File: src/rtl/stm_pkg.sv
// ----------------------------------------------------------------------------
// stm_pkg
// Word formats, command and status codes and sequencer states for the
// sorted table merge block.
// ----------------------------------------------------------------------------
package stm_pkg;

    localparam logic [2:0] CMD_CLEAR        = 3'd0;
    localparam logic [2:0] CMD_APPEND_LARGE = 3'd1;
    localparam logic [2:0] CMD_APPEND_SMALL = 3'd2;
    localparam logic [2:0] CMD_MERGE        = 3'd3;
    localparam logic [2:0] CMD_SEARCH       = 3'd4;
    localparam logic [2:0] CMD_READ         = 3'd5;

    localparam logic [1:0] STATUS_OK    = 2'd0;
    localparam logic [1:0] STATUS_FULL  = 2'd1;
    localparam logic [1:0] STATUS_RANGE = 2'd2;

    typedef struct packed {
        logic [2:0]  command;
        logic [31:0] key;
        logic [5:0]  index;
    } t_in_item;

    typedef struct packed {
        logic [1:0]  status;
        logic        found;
        logic [6:0]  position;
        logic [31:0] value;
        logic [6:0]  large_count;
    } t_out_item;

    typedef struct packed {
        logic lt;
        logic eq;
    } t_cmp_res;

    typedef enum logic [3:0] {
        ST_IDLE,
        ST_READ_WAIT,
        ST_SRCH_ISSUE,
        ST_SRCH_CMP,
        ST_MERGE_LOAD,
        ST_MERGE_KEY,
        ST_SHIFT_RD,
        ST_SHIFT_WR,
        ST_DONE
    } t_state;

endpackage

File: src/rtl/sorted_table_merge_by_insertion.sv
// ----------------------------------------------------------------------------
// sorted_table_merge_by_insertion
// Sorted key table with a staging table, binary search and merge by
// binary insertion, one result word per command word.
// ----------------------------------------------------------------------------
// Every command runs alone; the input stalls until the result is built, and a
// finished result waits in an output register while the next command starts.
// All timing is set by the large-table memory (one registered read and one
// write per cycle) and the one shared key comparator. Clear, append and an
// out-of-range read go straight to the result; a good read waits for the
// registered memory word. A search runs an issue step and a compare step
// per probe. A merge fetches each staged key, runs the binary search for
// it, moves the large entries above its place up, then writes it in. Each
// large entry moves at most once in a merge. When the previous result is
// still stalled in the output register, the last cycle of a command
// repeats until that register frees.
// ----------------------------------------------------------------------------
module sorted_table_merge_by_insertion
    import stm_pkg::*;
#(
    parameter int LARGE_DEPTH = 64,
    parameter int SMALL_DEPTH = 16,
    parameter int KEY_BITS    = 32
) (
    input  logic      i_clk,
    input  logic      i_rst_n,
    input  logic      i_in_valid,
    output logic      o_in_stall,
    input  t_in_item  i_in_item,
    output logic      o_out_valid,
    input  logic      i_out_stall,
    output t_out_item o_out_item,
    input  logic      i_cfg_valid,
    output logic      o_cfg_ready,
    input  logic      i_cfg_data
);

    localparam int LAW = $clog2(LARGE_DEPTH);
    localparam int LCW = $clog2(LARGE_DEPTH + 1);
    localparam int SAW = (SMALL_DEPTH > 1) ? $clog2(SMALL_DEPTH) : 1;
    localparam int SCW = $clog2(SMALL_DEPTH + 1);

    // Tables
    logic [KEY_BITS-1:0] large_mem [LARGE_DEPTH];
    logic [KEY_BITS-1:0] small_mem [SMALL_DEPTH];
    logic [KEY_BITS-1:0] r_large_rd;
    logic [KEY_BITS-1:0] r_small_rd;

    logic                lg_we;
    logic [LAW-1:0]      lg_wa;
    logic [KEY_BITS-1:0] lg_wd;
    logic                lg_re;
    logic [LAW-1:0]      lg_ra;
    logic                sm_we;
    logic [SAW-1:0]      sm_wa;
    logic                sm_re;
    logic [SAW-1:0]      sm_ra;

    // Control state
    t_state         r_state, n_state;
    logic [LCW-1:0] r_large_used, n_large_used;
    logic [SCW-1:0] r_small_used, n_small_used;
    logic           r_signed;
    logic           r_is_merge, n_is_merge;
    logic           r_out_vld, n_out_vld;

    // Working registers
    logic [KEY_BITS-1:0] r_skey, n_skey;
    logic [LCW-1:0]      r_lo, n_lo;
    logic [LCW-1:0]      r_hp, n_hp;
    logic [LAW-1:0]      r_mid, n_mid;
    logic [LCW-1:0]      r_pos, n_pos;
    logic [LCW-1:0]      r_src, n_src;
    logic [LCW-1:0]      r_rest, n_rest;
    logic [SCW-1:0]      r_si, n_si;
    logic [1:0]          r_res_status, n_res_status;
    logic                r_res_found, n_res_found;
    logic [LCW-1:0]      r_res_pos, n_res_pos;
    logic [31:0]         r_res_value, n_res_value;
    t_out_item           r_out, n_out;

    // Helpers
    logic                accept;
    logic [63:0]         in_key_wide;
    logic [KEY_BITS-1:0] in_key;
    logic [31:0]         idx32;
    logic [31:0]         used32;
    logic [31:0]         small32;
    logic [31:0]         si32;
    logic [31:0]         src32;
    logic [31:0]         pos32;
    logic [31:0]         merge_sum32;
    logic [31:0]         wr_shift32;
    logic [31:0]         wr_ins32;
    logic [31:0]         small_ra32;
    logic [31:0]         res_pos32;
    logic [63:0]         rd_wide;
    logic [LCW:0]        mid_sum;
    logic [LCW:0]        mid_half;
    logic [LCW-1:0]      mid_ext;
    logic [LCW-1:0]      src_m1;
    logic                srch_open;
    logic                shift_more;
    t_cmp_res            cmp;

    stm_key_cmp #(
        .KEY_BITS (KEY_BITS)
    ) u_key_cmp (
        .i_a      (r_skey),
        .i_b      (r_large_rd),
        .i_signed (r_signed),
        .o_res    (cmp)
    );

    assign o_in_stall  = (r_state != ST_IDLE);
    assign o_out_valid = r_out_vld;
    assign o_out_item  = r_out;
    assign o_cfg_ready = 1'b1;

    assign accept      = i_in_valid && (r_state == ST_IDLE);
    assign in_key_wide = 64'(i_in_item.key);
    assign in_key      = in_key_wide[KEY_BITS-1:0];
    assign idx32       = 32'(i_in_item.index);
    assign used32      = 32'(r_large_used);
    assign small32     = 32'(r_small_used);
    assign si32        = 32'(r_si);
    assign src32       = 32'(r_src);
    assign pos32       = 32'(r_pos);
    assign merge_sum32 = used32 + small32;
    assign wr_shift32  = src32 - 32'd1 + si32;
    assign wr_ins32    = pos32 + si32 - 32'd1;
    assign small_ra32  = si32 - 32'd1;
    assign res_pos32   = 32'(r_res_pos);
    assign rd_wide     = 64'(r_large_rd);

    // Midpoint of lo and hi, with hi kept as hi+1.
    assign mid_sum     = {1'b0, r_lo} + {1'b0, r_hp} - (LCW + 1)'(1);
    assign mid_half    = mid_sum >> 1;
    assign mid_ext     = LCW'(r_mid);
    assign src_m1      = r_src - LCW'(1);
    assign srch_open   = (r_lo < r_hp);
    assign shift_more  = (r_src > r_pos);

    // Next state
    always_comb begin
        n_state = r_state;
        unique case (r_state)
            ST_IDLE: begin
                if (accept) begin
                    n_state = ST_DONE;
                    if (i_in_item.command == CMD_SEARCH) begin
                        n_state = ST_SRCH_ISSUE;
                    end else if (i_in_item.command == CMD_READ && idx32 < used32) begin
                        n_state = ST_READ_WAIT;
                    end else if (i_in_item.command == CMD_MERGE
                                 && merge_sum32 <= 32'(LARGE_DEPTH)
                                 && r_small_used != '0) begin
                        n_state = ST_MERGE_LOAD;
                    end
                end
            end
            ST_READ_WAIT:  n_state = ST_DONE;
            ST_SRCH_ISSUE: begin
                if (srch_open) begin
                    n_state = ST_SRCH_CMP;
                end else begin
                    n_state = r_is_merge ? ST_SHIFT_RD : ST_DONE;
                end
            end
            ST_SRCH_CMP: begin
                if (cmp.eq) begin
                    n_state = r_is_merge ? ST_SHIFT_RD : ST_DONE;
                end else begin
                    n_state = ST_SRCH_ISSUE;
                end
            end
            ST_MERGE_LOAD: n_state = ST_MERGE_KEY;
            ST_MERGE_KEY:  n_state = ST_SRCH_ISSUE;
            ST_SHIFT_RD: begin
                if (shift_more) begin
                    n_state = ST_SHIFT_WR;
                end else if (r_si == SCW'(1)) begin
                    n_state = ST_DONE;
                end else begin
                    n_state = ST_MERGE_LOAD;
                end
            end
            ST_SHIFT_WR: n_state = ST_SHIFT_RD;
            ST_DONE: begin
                if (!r_out_vld || !i_out_stall) begin
                    n_state = ST_IDLE;
                end
            end
            default: n_state = ST_IDLE;
        endcase
    end

    // Datapath and memory control
    always_comb begin
        n_large_used = r_large_used;
        n_small_used = r_small_used;
        n_is_merge   = r_is_merge;
        n_skey       = r_skey;
        n_lo         = r_lo;
        n_hp         = r_hp;
        n_mid        = r_mid;
        n_pos        = r_pos;
        n_src        = r_src;
        n_rest       = r_rest;
        n_si         = r_si;
        n_res_status = r_res_status;
        n_res_found  = r_res_found;
        n_res_pos    = r_res_pos;
        n_res_value  = r_res_value;
        n_out        = r_out;
        n_out_vld    = r_out_vld && i_out_stall;
        lg_we        = 1'b0;
        lg_wa        = used32[LAW-1:0];
        lg_wd        = in_key;
        lg_re        = 1'b0;
        lg_ra        = idx32[LAW-1:0];
        sm_we        = 1'b0;
        sm_wa        = small32[SAW-1:0];
        sm_re        = 1'b0;
        sm_ra        = small_ra32[SAW-1:0];

        unique case (r_state)
            ST_IDLE: begin
                if (accept) begin
                    n_res_status = STATUS_OK;
                    n_res_found  = 1'b0;
                    n_res_pos    = '0;
                    n_res_value  = '0;
                    n_is_merge   = 1'b0;
                    unique case (i_in_item.command)
                        CMD_CLEAR: begin
                            n_large_used = '0;
                            n_small_used = '0;
                        end
                        CMD_APPEND_LARGE: begin
                            if (used32 >= 32'(LARGE_DEPTH)) begin
                                n_res_status = STATUS_FULL;
                            end else begin
                                lg_we        = 1'b1;
                                n_large_used = r_large_used + LCW'(1);
                            end
                        end
                        CMD_APPEND_SMALL: begin
                            if (small32 >= 32'(SMALL_DEPTH)) begin
                                n_res_status = STATUS_FULL;
                            end else begin
                                sm_we        = 1'b1;
                                n_small_used = r_small_used + SCW'(1);
                            end
                        end
                        CMD_MERGE: begin
                            if (merge_sum32 > 32'(LARGE_DEPTH)) begin
                                n_res_status = STATUS_FULL;
                            end else begin
                                n_is_merge = 1'b1;
                                n_si       = r_small_used;
                                n_rest     = r_large_used;
                            end
                        end
                        CMD_SEARCH: begin
                            n_skey = in_key;
                            n_lo   = '0;
                            n_hp   = r_large_used;
                        end
                        CMD_READ: begin
                            if (idx32 >= used32) begin
                                n_res_status = STATUS_RANGE;
                            end else begin
                                lg_re = 1'b1;
                            end
                        end
                        default: begin
                        end
                    endcase
                end
            end
            ST_READ_WAIT: begin
                n_res_value = rd_wide[31:0];
            end
            ST_SRCH_ISSUE: begin
                if (srch_open) begin
                    lg_re = 1'b1;
                    lg_ra = mid_half[LAW-1:0];
                    n_mid = mid_half[LAW-1:0];
                end else begin
                    n_pos     = r_hp;
                    n_res_pos = r_hp;
                    n_src     = r_rest;
                end
            end
            ST_SRCH_CMP: begin
                if (cmp.eq) begin
                    n_pos       = mid_ext;
                    n_res_pos   = mid_ext;
                    n_res_found = 1'b1;
                    n_src       = r_rest;
                end else if (cmp.lt) begin
                    n_hp = mid_ext;
                end else begin
                    n_lo = mid_ext + LCW'(1);
                end
            end
            ST_MERGE_LOAD: begin
                sm_re = 1'b1;
            end
            ST_MERGE_KEY: begin
                n_skey = r_small_rd;
                n_lo   = '0;
                n_hp   = r_rest;
            end
            ST_SHIFT_RD: begin
                if (shift_more) begin
                    // Entries move up from the top down so none is overwritten early.
                    lg_re = 1'b1;
                    lg_ra = src_m1[LAW-1:0];
                end else begin
                    lg_we  = 1'b1;
                    lg_wa  = wr_ins32[LAW-1:0];
                    lg_wd  = r_skey;
                    n_rest = r_pos;
                    n_si   = r_si - SCW'(1);
                    if (r_si == SCW'(1)) begin
                        n_large_used = merge_sum32[LCW-1:0];
                        n_small_used = '0;
                        n_res_found  = 1'b0;
                        n_res_pos    = '0;
                    end
                end
            end
            ST_SHIFT_WR: begin
                lg_we = 1'b1;
                lg_wa = wr_shift32[LAW-1:0];
                lg_wd = r_large_rd;
                n_src = src_m1;
            end
            ST_DONE: begin
                if (!r_out_vld || !i_out_stall) begin
                    n_out_vld           = 1'b1;
                    n_out.status        = r_res_status;
                    n_out.found         = r_res_found;
                    n_out.position      = res_pos32[6:0];
                    n_out.value         = r_res_value;
                    n_out.large_count   = used32[6:0];
                end
            end
            default: begin
            end
        endcase
    end

    always_ff @(posedge i_clk) begin
        if (lg_we) begin
            large_mem[lg_wa] <= lg_wd;
        end
        if (lg_re) begin
            r_large_rd <= large_mem[lg_ra];
        end
    end

    always_ff @(posedge i_clk) begin
        if (sm_we) begin
            small_mem[sm_wa] <= in_key;
        end
        if (sm_re) begin
            r_small_rd <= small_mem[sm_ra];
        end
    end

    always_ff @(posedge i_clk) begin
        if (!i_rst_n) begin
            r_state      <= ST_IDLE;
            r_large_used <= '0;
            r_small_used <= '0;
            r_signed     <= 1'b0;
            r_is_merge   <= 1'b0;
            r_out_vld    <= 1'b0;
        end else begin
            r_state      <= n_state;
            r_large_used <= n_large_used;
            r_small_used <= n_small_used;
            r_is_merge   <= n_is_merge;
            r_out_vld    <= n_out_vld;
            if (i_cfg_valid) begin
                r_signed <= i_cfg_data;
            end
        end
    end

    always_ff @(posedge i_clk) begin
        r_skey       <= n_skey;
        r_lo         <= n_lo;
        r_hp         <= n_hp;
        r_mid        <= n_mid;
        r_pos        <= n_pos;
        r_src        <= n_src;
        r_rest       <= n_rest;
        r_si         <= n_si;
        r_res_status <= n_res_status;
        r_res_found  <= n_res_found;
        r_res_pos    <= n_res_pos;
        r_res_value  <= n_res_value;
        r_out        <= n_out;
    end

endmodule

File: src/rtl/stm_key_cmp.sv
// ----------------------------------------------------------------------------
// stm_key_cmp
// Shared key comparator: orders two keys as unsigned or two's complement.
// ----------------------------------------------------------------------------
module stm_key_cmp
    import stm_pkg::*;
#(
    parameter int KEY_BITS = 32
) (
    input  logic [KEY_BITS-1:0] i_a,
    input  logic [KEY_BITS-1:0] i_b,
    input  logic                i_signed,
    output t_cmp_res            o_res
);

    logic [KEY_BITS-1:0] flip;
    logic [KEY_BITS-1:0] a_x;
    logic [KEY_BITS-1:0] b_x;

    // Flipping the sign bit turns a signed order into an unsigned one.
    always_comb begin
        flip               = '0;
        flip[KEY_BITS-1]   = i_signed;
        a_x                = i_a ^ flip;
        b_x                = i_b ^ flip;
        o_res.lt           = (a_x < b_x);
        o_res.eq           = (a_x == b_x);
    end

endmodule

File: config.mk
export PLATFORM = sky130hd
export DESIGN_NAME = sorted_table_merge_by_insertion
export DESIGN_NICKNAME = d
export VERILOG_FILES = /design/src/rtl/stm_pkg.sv /design/src/rtl/sorted_table_merge_by_insertion.sv /design/src/rtl/stm_key_cmp.sv
export SDC_FILE = /design/constraint.sdc
export NUM_CORES = 2
export LEC_CHECK = 0
export ABC_AREA = 1
export BUFFER_PORTS_ARGS = -buffer_cell sky130_fd_sc_hd__buf_4
export CAP_MARGIN = 30
export CORE_ASPECT_RATIO = 0.5
export CORE_UTILIZATION = 45
export CTS_CLUSTER_DIAMETER = 50
export DETAILED_ROUTE_END_ITERATION = 8
export PLACE_DENSITY = 0.65
export REMOVE_ABC_BUFFERS = 1
export SYNTH_ARGS = -nofsm -noshare
export SYNTH_HDL_FRONTEND = slang
export SYNTH_HIERARCHICAL = 1
export SYNTH_SLANG_ARGS = --single-unit
File: constraint.sdc
create_clock -name i_clk -period 4.4 [get_ports i_clk]
set_input_delay 0.88 -clock i_clk [delete_from_list [all_inputs] [get_ports i_clk]]
set_output_delay 0.88 -clock i_clk [all_outputs]
set_load 0.03 [all_outputs]
==> metrics <==
status=finished, final reports clean; Syn Inst Count=10,500; Final setup viols=0; Hold Startpoint=i_cfg_valid; Layout Nets=10,700; Area Overhead vs Synth=13.5%; CTS tree=yes; Crit. End Element=flip-flop; fin crit period=between 4 and 5 ns; period utilisation layout=0.959; Die X=around 740 µm; critical-path cell list=inv_1 > ha_1 > inv_1 > ha_1 > inv_1 > fa_1 > o221ai_1 > xor2_1 > a221oi_4 > buf_12 > buf_4 > nand3_1 > nand3_1 > nand2_1; Post-synth EDFFs=about 2,800; post-synth cell types=53; Initial Utilization=0.455; Reg-to-Reg Start=r_hp[1]; Post-DP HPWL=just over 200 mm; VDD IR max=between 300 and 400 µV; critical path class=reg2reg; Post-synth ARST share=0; die area=approximately 270,000 µm²; Hold Path End=r_signed; layout cells sized above 1=0.0909; Syn. warnings=6; register area share after synthesis=0.689; Num CTS Buffers=271; gr ovfl total=0; initial antenna violation count=10; max cap viols=0; Pins Over Slew Limit=0; CP top delay family=simple AND/OR/NAND/NOR gates; ys flop type=edfxtp_1; slowest stage delay, CP=0.48 ns; routability cong.=about 0.9; reg2reg setup slack=around 0.18 ns; R2R depth=14; Worst setup SP type=flip-flop; die height=371 µm; crit path max fanout=27; Power Density=between 400 and 500 nW/µm²; 1st-iter DRT viols=between 10,000 and 15,000; Port Buf Inserts=97; critical path's most frequent cell=inv_1; CTS H-tree depth=5; pin count of the biggest net entering global routing=~190; Ports=between 90 and 100; Design Power=between 50,000 and 60,000 µW; core area=approximately 270,000 µm²; Clock Path Buffers=4; Max-slew headroom=0.329; Worst EP required=around 5.0 ns; RR Endpoint=r_large_rd[0]; total vias in the final route=83,200; WL final=about 360 mm; Hold Crit Depth=2; Hold Slack=0.216 ns; vias in the first global route=around 79,000; CTS sink count=2,812; Setup Total Neg Slack=0 ns; fmax=237 MHz; # DRC=0; DR pass1 iterations=6; CP max-delay cell=fa_1; Rows=134; Avg Cell Area, Syn=around 12 µm²; CP Depth=14; GRT Total Usage=0.254; final hold violations=0; DR WL/cell=roughly 25 µm; Worst-Margin Slew=1.01 ns; Worst-Skew Late Latency=just under 0.9 ns; Pleak=between 0.05 and 0.06 µW; Setup crit start=r_hp[1]; Cell Area, Synth=between 100,000 and 150,000 µm²; antenna viol nets, final=0; first-pass GRT wire length=524 mm; HP Class=in2reg; flops & latches, synth=approximately 2,800; clk slew on worst S/H paths=roughly 0.07 ns; RSZ-0062 raised after global routing=no; crit path DAT=4.81 ns; Vias/cell=around 5.8; root buf cell=clkbuf_16; Critical path buffers and inverters=5; Layout Skew=~0.055 ns
-- registers in the layout, summed over array words and instances (netlist names), 4 cells and up --
register	cells
small_mem	512
r_src	7
r_state	4
r_skey	32
r_si	5
o_out_item	49
r_mid	6
r_res_pos	7
r_small_used	5
r_lo	7
r_rest	7
r_small_rd	32
r_res_value	32
r_large_rd	32
r_pos	7
r_large_used	7
r_hp	7
large_mem	2048
-- worst reg2reg max path, stage by stage, from the launching register on --
cell	delay [ns]
edfxtp_1	0.38
inv_1	0.15
ha_1	0.26
inv_1	0.06
ha_1	0.17
inv_1	0.07
fa_1	0.48
o221ai_1	0.26
xor2_1	0.18
a221oi_4	0.35
buf_12	0.29
buf_4	0.38
nand3_1	0.39
nand3_1	0.43
nand2_1	0.12
-- worst max-delay path by stage --
stage	endpoint	slack, ns
6_report	r_large_rd[0]	0.18
5_1_grt	r_large_rd[20]	0.04
4_1_cts	r_large_rd[22]	0.21
3_5_place_dp	r_large_rd[22]	0.29
3_3_place_gp	r_large_rd[22]	0.29
2_1_floorplan	r_large_rd[31]	-49.79
-- repair_timing --
item,CTS,global route
setup buffers,0,0
setup endpoints to repair,0,2
resized for setup,0,2
hold buffers,0,0
-- power breakdown --
group / switching [µW] / leakage [µW] / internal, µW
Combinational: 4790 / 0.0226 / 1970
Clock: 10200 / 0.00408 / 12500
Sequential: 192 / 0.0253 / 29800
Total: 15100 / 0.0520 / 44300
-- per-layer routing --
layer	track usage	vias to the layer above	part of all wire
li1	-	37000	-
met1	0.368	41200	0.42
met2	0.387	4402	0.44
met3	0.0515	610	0.11
met4	0.0749	0	0.029
met5	0	-	0
-- synth_stat cells, types with 61 or more instances --
master	instances	area, µm²
buf_1	61	229
buf_2	262	1310
clkbuf_1	348	1310
edfxtp_1	2793	83900
ha_1	93	1160
inv_1	1382	5190
mux2i_1	64	641
nand2_1	1484	5570
nand3_1	2204	11000
nand3b_1	765	5740
nor2_1	437	1640
o211ai_1	78	586
o21ai_0	202	1010
o221ai_1	92	806
o32ai_1	64	561
-- area by class of cell --
type                       count  area [µm²]
clock inverter               139        1090
fill                       22700      130000
clock buffer                 338        7270
inverter                    1402        5300
tap                         3604        4510
timing repair buffer         471        5340
antenna                        4        10.0
multi-input combinational   5645       31100
sequential                  2812       84300
-- placed cells by master (no fill, tap or decap), types with 21 or more instances in the layout --
master / count
o211ai_1: 78
xor2_1: 22
clkinv_2: 42
nor3_1: 21
inv_1: 1381
clkbuf_1: 56
o21ai_0: 201
buf_12: 144
edfxtp_1: 2793
nor2_4: 85
a21oi_1: 46
clkbuf_16: 282
buf_4: 326
mux2i_1: 64
o32ai_1: 64
o221ai_4: 24
nand2_1: 1483
o221ai_1: 68
ha_1: 92
nor2_1: 354
nand3_1: 2202
clkinv_1: 65
nand3b_1: 765
-- stage by stage --
| stage | setup WS, ns | instances | utilization | area (µm²) |
|---|---|---|---|---|
| 2_1_floorplan | -49.79 | 9859 | - | 119000 |
| 3_3_place_gp | 0.287 | 13900 | 0.486 | 130000 |
| 3_5_place_dp | 0.290 | 13900 | 0.486 | 130000 |
| 4_1_cts | 0.211 | 14400 | 0.517 | 139000 |
| 5_1_grt | 0.0360 | 14400 | 0.517 | 139000 |
| 6_report | 0.182 | 14400 | 0.517 | 139000 |
-- cell families (layout without fill, tap and decap cells) --
group           count (synthesis)  in the layout  synth area share
simple gates                 4934           4934             0.198
flops                        2812           2812             0.689
buf+inv                      2082           2350            0.0670
compound gates                517            517            0.0282
fa+ha+maj                      97             97            0.0102
mux                            64             64           0.00524
xor+xnor                       32             32           0.00229
other cells                     1              5         0.0000307
Power figures use the tool's default switching activity.
